==> config.mk <==
export PLATFORM = sky130hd
export DESIGN_NAME = png_chunk_stream_parser
export DESIGN_NICKNAME = d
export VERILOG_FILES = /design/src/rtl/core/pcsp_pkg.sv /design/src/rtl/core/pcsp_classify.sv /design/src/rtl/core/pcsp_parse_core.sv /design/src/rtl/core/png_chunk_stream_parser.sv
export SDC_FILE = /design/constraint.sdc
export NUM_CORES = 1
export LEC_CHECK = 0
export ABC_AREA = 1
export BUFFER_PORTS_ARGS = -buffer_cell sky130_fd_sc_hd__buf_2
export CAP_MARGIN = 25
export CORE_AREA = 5 5 260 262
export CTS_CLUSTER_SIZE = 20
export DETAILED_ROUTE_END_ITERATION = 16
export DIE_AREA = 0 0 265 267
export HOLD_SLACK_MARGIN = 0.08
export PLACE_DENSITY_LB_ADDON = 0.25
export SLEW_MARGIN = 20
export SYNTH_ARGS = -nofsm -noshare
export SYNTH_HDL_FRONTEND = slang
export SYNTH_SLANG_ARGS = --single-unit
==> constraint.sdc <==
create_clock -name clk -period 9.1 [get_ports clk]
set_input_delay 0.455 -clock clk [delete_from_list [all_inputs] [get_ports clk]]
set_output_delay 0.455 -clock clk [all_outputs]
set_load 0.02 [all_outputs]
==> src/rtl/core/pcsp_pkg.sv <==
// Shared types and constants for the PNG chunk stream parser.
// Holds the phase, byte role and chunk class codes, the chunk tag table and the result record.
// No dependencies.
package pcsp_pkg;

  typedef enum logic [2:0] {
    PH_SIG  = 3'd0,
    PH_LEN  = 3'd1,
    PH_TYPE = 3'd2,
    PH_BODY = 3'd3,
    PH_CRC  = 3'd4,
    PH_DONE = 3'd5
  } phase_t;

  typedef enum logic [2:0] {
    ROLE_SIG     = 3'd0,
    ROLE_LEN     = 3'd1,
    ROLE_TYPE    = 3'd2,
    ROLE_PAYLOAD = 3'd3,
    ROLE_HDR     = 3'd4,
    ROLE_CRC     = 3'd5,
    ROLE_DONE    = 3'd6
  } role_t;

  typedef enum logic [2:0] {
    CL_NONE    = 3'd0,
    CL_IHDR    = 3'd1,
    CL_PLTE    = 3'd2,
    CL_IDAT    = 3'd3,
    CL_ICCP    = 3'd4,
    CL_KNOWN   = 3'd5,
    CL_UNKNOWN = 3'd6,
    CL_IEND    = 3'd7
  } class_t;

  localparam int unsigned SIG_BYTES   = 8;
  localparam int unsigned FIELD_BYTES = 4;
  localparam int unsigned HDR_W_END   = 4;   // width bytes 0..3
  localparam int unsigned HDR_H_END   = 8;   // height bytes 4..7
  localparam int unsigned HDR_WD_END  = 12;  // packed word bytes 8..11
  localparam int unsigned IHDR_BODY   = 13;
  localparam int unsigned N_KNOWN     = 19;

  localparam logic [31:0] TAG_IEND = "IEND";
  localparam logic [31:0] TAG_IHDR = "IHDR";
  localparam logic [31:0] TAG_PLTE = "PLTE";
  localparam logic [31:0] TAG_IDAT = "IDAT";
  localparam logic [31:0] TAG_ICCP = "iCCP";

  localparam logic [31:0] KNOWN_TAGS [N_KNOWN] = '{
    "bKGD", "cHRM", "dSIG", "eXIf", "gAMA", "hIST", "iTXt", "pHYs",
    "sBIT", "sPLT", "sRGB", "sTER", "tEXt", "tIME", "tRNS", "zTXt",
    "sCAL", "pCAL", "oFFs"
  };

  typedef struct packed {
    role_t       role;
    class_t      cls;
    logic [7:0]  payload;
    logic        last;
    logic [31:0] ctype;
    logic [31:0] clen;
    logic [31:0] width;
    logic [31:0] height;
    logic [31:0] word;
    logic [7:0]  hbyte;
    logic        hvalid;
  } res_t;

endpackage

==> src/rtl/core/pcsp_classify.sv <==
// Chunk type classifier: maps a four-character tag to a chunk class.
// Depends on pcsp_pkg for the tag table and class codes.
module pcsp_classify
  import pcsp_pkg::*;
(
  input  logic [31:0] tag,
  output class_t      cls
);

  logic known_hit;

  always_comb begin
    known_hit = 1'b0;
    for (int k = 0; k < N_KNOWN; k++) begin
      if (tag == KNOWN_TAGS[5'(k)]) begin
        known_hit = 1'b1;
      end
    end
  end

  always_comb begin
    if (tag == TAG_IEND) begin
      cls = CL_IEND;
    end else if (tag == TAG_IHDR) begin
      cls = CL_IHDR;
    end else if (tag == TAG_PLTE) begin
      cls = CL_PLTE;
    end else if (tag == TAG_IDAT) begin
      cls = CL_IDAT;
    end else if (tag == TAG_ICCP) begin
      cls = CL_ICCP;
    end else if (known_hit) begin
      cls = CL_KNOWN;
    end else begin
      cls = CL_UNKNOWN;
    end
  end

endmodule

==> src/rtl/core/pcsp_parse_core.sv <==
// Parser state and per-byte step logic for the PNG chunk stream parser.
// Depends on pcsp_pkg and pcsp_classify.
module pcsp_parse_core
  import pcsp_pkg::*;
(
  input  logic       clk,
  input  logic       rst_n,
  input  logic       step_en,
  input  logic [7:0] data_byte,
  input  logic       start_of_file,
  output res_t       res
);

  phase_t      phase_r, phase_nxt;
  logic [31:0] cnt_r, cnt_nxt;
  logic [31:0] len_r, len_nxt;
  logic [31:0] type_r, type_nxt;
  class_t      cls_r, cls_nxt;
  logic [31:0] width_r, width_nxt;
  logic [31:0] height_r, height_nxt;
  logic [31:0] word_r, word_nxt;

  // Effective state: a start mark behaves as a reset just before the step
  phase_t      e_phase;
  logic [31:0] e_cnt, e_len, e_type, e_width, e_height, e_word;
  class_t      e_cls;
  logic [31:0] cnt_inc;
  logic [31:0] type_shift;
  class_t      tag_cls;
  role_t       role;
  logic [7:0]  pay;
  logic        last;
  logic        hv;
  logic [7:0]  hb;

  assign e_phase  = start_of_file ? PH_SIG  : phase_r;
  assign e_cnt    = start_of_file ? '0      : cnt_r;
  assign e_len    = start_of_file ? '0      : len_r;
  assign e_type   = start_of_file ? '0      : type_r;
  assign e_cls    = start_of_file ? CL_NONE : cls_r;
  assign e_width  = start_of_file ? '0      : width_r;
  assign e_height = start_of_file ? '0      : height_r;
  assign e_word   = start_of_file ? '0      : word_r;

  assign cnt_inc    = e_cnt + 32'd1;
  assign type_shift = {e_type[23:0], data_byte};

  pcsp_classify u_classify (
    .tag (type_shift),
    .cls (tag_cls)
  );

  always_comb begin
    phase_nxt  = e_phase;
    cnt_nxt    = e_cnt;
    len_nxt    = e_len;
    type_nxt   = e_type;
    cls_nxt    = e_cls;
    width_nxt  = e_width;
    height_nxt = e_height;
    word_nxt   = e_word;
    role       = ROLE_DONE;
    pay        = 8'd0;
    last       = 1'b0;
    hv         = 1'b0;
    hb         = 8'd0;
    case (e_phase)
      PH_SIG: begin
        role    = ROLE_SIG;
        cnt_nxt = cnt_inc;
        if (cnt_inc >= 32'(SIG_BYTES)) begin
          phase_nxt = PH_LEN;
          cnt_nxt   = '0;
        end
      end
      PH_LEN: begin
        role    = ROLE_LEN;
        cnt_nxt = cnt_inc;
        if (e_cnt == '0) begin
          // first length byte: drop the previous chunk's tag and length
          len_nxt  = {24'd0, data_byte};
          type_nxt = '0;
          cls_nxt  = CL_NONE;
        end else begin
          len_nxt = {e_len[23:0], data_byte};
        end
        if (cnt_inc >= 32'(FIELD_BYTES)) begin
          phase_nxt = PH_TYPE;
          cnt_nxt   = '0;
        end
      end
      PH_TYPE: begin
        role     = ROLE_TYPE;
        type_nxt = type_shift;
        cnt_nxt  = cnt_inc;
        if (cnt_inc >= 32'(FIELD_BYTES)) begin
          cnt_nxt = '0;
          cls_nxt = tag_cls;
          if (tag_cls == CL_IEND) begin
            phase_nxt = PH_DONE;
          end else if (tag_cls == CL_IHDR || e_len != '0) begin
            phase_nxt = PH_BODY;
          end else begin
            phase_nxt = PH_CRC;
          end
        end
      end
      PH_BODY: begin
        cnt_nxt = cnt_inc;
        if (e_cls == CL_IHDR) begin
          role = ROLE_HDR;
          if (e_cnt < 32'(HDR_W_END)) begin
            width_nxt = {e_width[23:0], data_byte};
          end else if (e_cnt < 32'(HDR_H_END)) begin
            height_nxt = {e_height[23:0], data_byte};
          end else if (e_cnt < 32'(HDR_WD_END)) begin
            word_nxt = {e_word[23:0], data_byte};
          end else begin
            hv = 1'b1;
            hb = data_byte;
          end
          if (cnt_inc >= 32'(IHDR_BODY)) begin
            phase_nxt = PH_CRC;
            cnt_nxt   = '0;
          end
        end else begin
          role = ROLE_PAYLOAD;
          pay  = data_byte;
          if (cnt_inc >= e_len) begin
            last      = 1'b1;
            phase_nxt = PH_CRC;
            cnt_nxt   = '0;
          end
        end
      end
      PH_CRC: begin
        role    = ROLE_CRC;
        cnt_nxt = cnt_inc;
        if (cnt_inc >= 32'(FIELD_BYTES)) begin
          phase_nxt = PH_LEN;
          cnt_nxt   = '0;
        end
      end
      default: begin
        role = ROLE_DONE;
      end
    endcase
  end

  always_comb begin
    res.role   = role;
    res.cls    = cls_nxt;
    res.payload = pay;
    res.last   = last;
    res.ctype  = type_nxt;
    res.clen   = len_nxt;
    res.width  = hv ? e_width : '0;
    res.height = hv ? e_height : '0;
    res.word   = hv ? e_word : '0;
    res.hbyte  = hb;
    res.hvalid = hv;
  end

  always_ff @(posedge clk) begin
    if (!rst_n) begin
      phase_r  <= PH_SIG;
      cnt_r    <= '0;
      len_r    <= '0;
      type_r   <= '0;
      cls_r    <= CL_NONE;
      width_r  <= '0;
      height_r <= '0;
      word_r   <= '0;
    end else if (step_en) begin
      phase_r  <= phase_nxt;
      cnt_r    <= cnt_nxt;
      len_r    <= len_nxt;
      type_r   <= type_nxt;
      cls_r    <= cls_nxt;
      width_r  <= width_nxt;
      height_r <= height_nxt;
      word_r   <= word_nxt;
    end
  end

endmodule

==> src/rtl/core/png_chunk_stream_parser.sv <==
// PNG chunk stream parser top level: input register, parse core and result register.
// Depends on pcsp_pkg and pcsp_parse_core.
//
// Feed a PNG file one byte per transfer; every accepted byte produces exactly
// one result transfer that says what the byte is (signature, length, type,
// payload, header field, CRC, or ignored after IEND), with the current
// chunk's class, tag and declared length. Non-IHDR payload bytes pass through
// with tlast on the final one; IHDR always consumes 13 body bytes and reports
// width, height, the packed depth/color/compression/filter word and the
// interlace byte on the thirteenth. CRCs are skipped, not checked. Set the
// start flag in in_tuser to restart parsing at a new signature. The block
// takes one byte every cycle while the output is not stalled: each byte is
// held in an input register, the phase and counter update is combinational
// logic in the parse core, and the result register loads the parsed result
// when its slot is free or being emptied. Back-pressure on the output holds
// both stages; the input stays ready while either stage can move.
module png_chunk_stream_parser
  import pcsp_pkg::*;
(
  input  logic         clk,
  input  logic         rst_n,
  input  logic         in_tvalid,
  output logic         in_tready,
  input  logic [7:0]   in_tdata,   // [7:0] data_byte
  input  logic         in_tuser,   // [0] start_of_file
  output logic         out_tvalid,
  input  logic         out_tready,
  // [7:0] payload_byte, [39:8] chunk_type, [71:40] chunk_length,
  // [103:72] image_width, [135:104] image_height, [167:136] header_word,
  // [175:168] header_byte
  output logic [175:0] out_tdata,
  output logic         out_tlast,  // payload_last
  // [2:0] byte_role, [5:3] chunk_class, [6] header_valid
  output logic [6:0]   out_tuser
);

  logic       s1_valid_r;
  logic [7:0] s1_byte_r;
  logic       s1_sof_r;
  logic       out_valid_r;
  res_t       out_res_r;
  res_t       step_res;
  logic       advance;

  // advance the held byte into the result register when that slot is free or being taken
  assign advance   = s1_valid_r && (!out_valid_r || out_tready);
  assign in_tready = !s1_valid_r || advance;

  pcsp_parse_core u_core (
    .clk           (clk),
    .rst_n         (rst_n),
    .step_en       (advance),
    .data_byte     (s1_byte_r),
    .start_of_file (s1_sof_r),
    .res           (step_res)
  );

  // input register control
  always_ff @(posedge clk) begin
    if (!rst_n) begin
      s1_valid_r <= 1'b0;
    end else if (in_tready) begin
      s1_valid_r <= in_tvalid;
    end
  end

  // input register payload: hold while stalled
  always_ff @(posedge clk) begin
    if (in_tready && in_tvalid) begin
      s1_byte_r <= in_tdata;
      s1_sof_r  <= in_tuser;
    end
  end

  // result register control
  always_ff @(posedge clk) begin
    if (!rst_n) begin
      out_valid_r <= 1'b0;
    end else if (advance) begin
      out_valid_r <= 1'b1;
    end else if (out_tready) begin
      out_valid_r <= 1'b0;
    end
  end

  always_ff @(posedge clk) begin
    if (advance) begin
      out_res_r <= step_res;
    end
  end

  assign out_tvalid = out_valid_r;
  assign out_tlast  = out_res_r.last;
  assign out_tdata  = {out_res_r.hbyte, out_res_r.word, out_res_r.height,
                       out_res_r.width, out_res_r.clen, out_res_r.ctype,
                       out_res_r.payload};
  assign out_tuser  = {out_res_r.hvalid, out_res_r.cls, out_res_r.role};

  // the input stalls only when both stages are full and the output is held
  a_stall_only_when_full: assert property (@(posedge clk) disable iff (!rst_n)
    !in_tready |-> (s1_valid_r && out_valid_r && !out_tready))
    else $error("input stalled with a free stage");

  // a last mark only rides on a payload byte
  a_last_is_payload: assert property (@(posedge clk) disable iff (!rst_n)
    (out_valid_r && out_res_r.last) |-> (out_res_r.role == ROLE_PAYLOAD))
    else $error("last mark on a non-payload byte");

  // header values are reported only inside an IHDR body
  a_hdr_in_ihdr: assert property (@(posedge clk) disable iff (!rst_n)
    (out_valid_r && out_res_r.hvalid) |->
      (out_res_r.role == ROLE_HDR && out_res_r.cls == CL_IHDR))
    else $error("header valid outside IHDR body");

  // ignored bytes only follow an IEND tag
  a_done_after_iend: assert property (@(posedge clk) disable iff (!rst_n)
    (out_valid_r && out_res_r.role == ROLE_DONE) |-> (out_res_r.cls == CL_IEND))
    else $error("trailing byte without IEND");

  // a transfer held on the output keeps its contents
  a_result_holds: assert property (@(posedge clk) disable iff (!rst_n)
    (out_valid_r && !out_tready) |=> $stable(out_res_r))
    else $error("stalled result changed");

endmodule
==> flow_metrics.env <==
export IMPL_yosysMostFrequentCell="nand2_1"
export IMPL_setup_viol=0
export IMPL_final_period_utilization_pct=55.3
export IMPL_worstSkewPairLatency_ns=0.58
export IMPL_multiInputGateArea_um2=7810
export IMPL_leakagePower_nw=9.35
export IMPL_rsz0062_at_grt="false"
export IMPL_pre_cts_slack_ns=4.09
export IMPL_avgSynthCellArea_um2=7.89
export IMPL_start_util_pct=29.6
export IMPL_htreeDepth=2
export IMPL_hold_viol=0
export IMPL_grt_overflow=0
export IMPL_synth_top_area_share_pct=30.0
export IMPL_syn_to_final_growth_pct=17.3
export IMPL_ys_flop_type="dfxtp_1"
export IMPL_ys_async_sr_fraction_pct=0
export IMPL_syn_num_nets=2494
export IMPL_powerDensity_nw_per_um2=189
export IMPL_core_area_um2=65200
export IMPL_synth_edff_count=193
export IMPL_die_w_um=265
export IMPL_swShare_pct=26.8
export IMPL_skew_ns=0.0325
export IMPL_finish_utilization_pct=34.8
export IMPL_slew_viol_final=0
export IMPL_p_int_mw=3.13
export IMPL_status="completed"
export IMPL_whs_ns=0.181
export IMPL_place_area_um2=21000
export IMPL_worstPathArrival_ns=5.49
export IMPL_synth_warnings=0
export IMPL_cts_buffer_depth=3
export IMPL_slew_headroom_pct=28.1
export IMPL_totalWireLength_um=62600
export IMPL_rows=94
export IMPL_worstPathMaxFanout=85
export IMPL_worst_pin_slew_ns=1.08
export IMPL_min_period_ns=5.03
export IMPL_synth_top_area_cell="edfxtp_1"
export IMPL_cts_resized=0
export IMPL_dr_first_iter_drc_count=1526
export IMPL_grt_max_degree=161
export IMPL_synth_seq_cells=393
export IMPL_critPathLaunchType="register"
export IMPL_yosysUniqueCellTypes=45
export IMPL_antenna_left=0
export IMPL_track_usage_pct=16.9
export IMPL_crit_required_ns=9.56
export IMPL_clkTransAtPathRegs_ns=0.06
export IMPL_fp_dieArea_um2=70800
export IMPL_cts_root_buffer="clkbuf_16"
export IMPL_switchingPower_mw=1.14
export IMPL_avgViaCountPerCell=4.93
export IMPL_cts_buffers_inserted=45
export IMPL_seq_area_frac_synth_pct=50.7
export IMPL_irDropWorstVdd_mv=0.105
export IMPL_seq_area_um2=9800
export IMPL_min_path_type="primary input to register"
export IMPL_clock_power_share_pct=43.0
export IMPL_cts_tree="built"
export IMPL_cts_sinks=393
export IMPL_grt_pass1_vias=16300
export IMPL_fp_dieH_um=267
export IMPL_drive_gt1_share_pct=13.7
export IMPL_final_nets=2631
export IMPL_fin_area_um2=22700
export IMPL_synthTopCellsByCount="nand2_1 (514), nor2_1 (312), inv_1 (289), a21oi_1 (209), dfxtp_1 (200)"
export IMPL_port_buffers=198
export IMPL_power_frac_comb_pct=11.0
export IMPL_ys_top_cells_by_area="edfxtp_1 (30%), dfxtp_1 (21%), nand2_1 (10%)"
export IMPL_worst_slack_ns=4.07
export IMPL_dp_hpwl_um=42400
export IMPL_synthesis_instances=2448
export IMPL_drc=0
export IMPL_fmax_ghz=0.199
export IMPL_grt_first_pass_wirelength_um=96600
export IMPL_setup_tns_ns=0
export IMPL_gp_congestion=0.904
export IMPL_crit_type="register to register"
export IMPL_pwr_share_seq_pct=46.0
export IMPL_firstDrtPassIters=5
export IMPL_drv_cap=0
export IMPL_ios=199
export IMPL_antenna_found_initial=3
export IMPL_synth_area_um2=19300
export IMPL_diodes=0
export IMPL_crit_path_end_kind="register"
export IMPL_wl_per_cell_um=17.9
export IMPL_n_fill_cell=6902
export IMPL_vias=17200
per-stage QoR:
stage | power [mW] | instances
after global routing | 4.45 | 3485
final | 4.27 | 3485
after CTS | 4.32 | 3480
after detailed placement | 2.46 | 3388
after floorplan | 2.31 | 2448
after global placement | 2.45 | 3387
registers in the layout (all words and copies together), names as in the netlist:
name,count
u_core.height_r,32
s1_valid_r,1
u_core.len_r,32
out_tvalid,1
u_core.phase_r,3
s1_byte_r,8
out_tuser,7
u_core.width_r,32
out_tlast,1
u_core.type_r,32
u_core.cls_r,3
u_core.word_r,32
out_tdata,176
s1_sof_r,1
u_core.cnt_r,32
worst paths after layout:
kind                                   startpoint                              end  slack, ns  depth (start not counted)
setup reg to reg               s1_sof_r$_DFFE_PP_     u_core.cnt_r[1]$_SDFFE_PN0P_       4.07                         25
setup / recovery               s1_sof_r$_DFFE_PP_     u_core.cnt_r[1]$_SDFFE_PN0P_       4.07                         25
hold / removal                          in_tvalid          s1_valid_r$_SDFFE_PN0N_       0.18                          3
hold reg to reg   u_core.width_r[15]$_SDFFE_PN0P_  u_core.width_r[15]$_SDFFE_PN0P_       0.46                          2
critical path: stages, from the launching register on:
cell and delay (ns):
edfxtp_1 0.36, buf_4 0.27, inv_4 0.15, buf_4 0.77
nand3_1 0.31, nor2_4 0.22, nand3_1 0.16, nor2_1 0.20
nand3b_1 0.10, nand2_1 0.11, inv_1 0.05, ha_1 0.27
nand2_1 0.06, nor4_1 0.37, inv_1 0.07, nor2_1 0.10
nand2_1 0.06, nor2_1 0.10, nor2_1 0.05, nand2_1 0.45
buf_8 0.24, nand2_1 0.08, nand2_2 0.12, nand2_4 0.10
nand2_2 0.08, a21oi_2 0.05
cell usage in the layout, fill, tap and decap left out, drive strengths merged, types with 33 or more instances in the layout:
master / Yosys / routed
a21oi: 216 / 216
buf: 38 / 220
clkbuf: 101 / 60
dfxtp: 200 / 200
edfxtp: 193 / 193
ha: 33 / 33
inv: 300 / 301
nand2: 525 / 525
nand3: 108 / 108
nand4: 46 / 46
nor2: 340 / 340
nor3: 47 / 47
o21ai: 180 / 180
o22ai: 49 / 49
power by group through the flow:
stage / Clock [mW] / Combinational (mW) / Sequential, mW
2_1_floorplan: 0 / 0.277 / 2.04
3_3_place_gp: 0 / 0.449 / 2.00
3_5_place_dp: 0 / 0.459 / 2.00
4_1_cts: 1.89 / 0.464 / 1.97
5_1_grt: 1.96 / 0.520 / 1.97
6_report: 1.84 / 0.470 / 1.97
routing by layer:
layer / vias up / part of all wire [%] / routed length [um] / GRT usage [%]
met5: - / 0 / 0 / 0
met4: 0 / 1.9 / 1200 / 3.89
met3: 73 / 5.7 / 3540 / 2.52
met2: 526 / 47 / 29400 / 28.3
met1: 8199 / 45 / 28400 / 23.3
li1: 8396 / - / - / -
layout make-up:
cell class	instances	share of cell area, %
Clock buffer	60	5.31
Clock inverter	23	1.15
Inverter	303	5.08
Multi-Input combinational cell	1613	34.5
Sequential cell	393	43.3
Tap cell	864	4.77
Timing Repair Buffer	229	5.94
kinds of logic after synthesis:
group           share of synthesized area [%]
simple gates                             23.8
compound gates                           13.8
buf+inv                                  8.91
flops                                    50.7
fa+ha+maj                                2.14
xor+xnor                                0.615
repair_timing:
item	CTS	global route
buffers inserted	0	0
hold endpoints to repair	9	0
hold buffers	9	0
No activity file was read; power rests on OpenSTA's default activity.
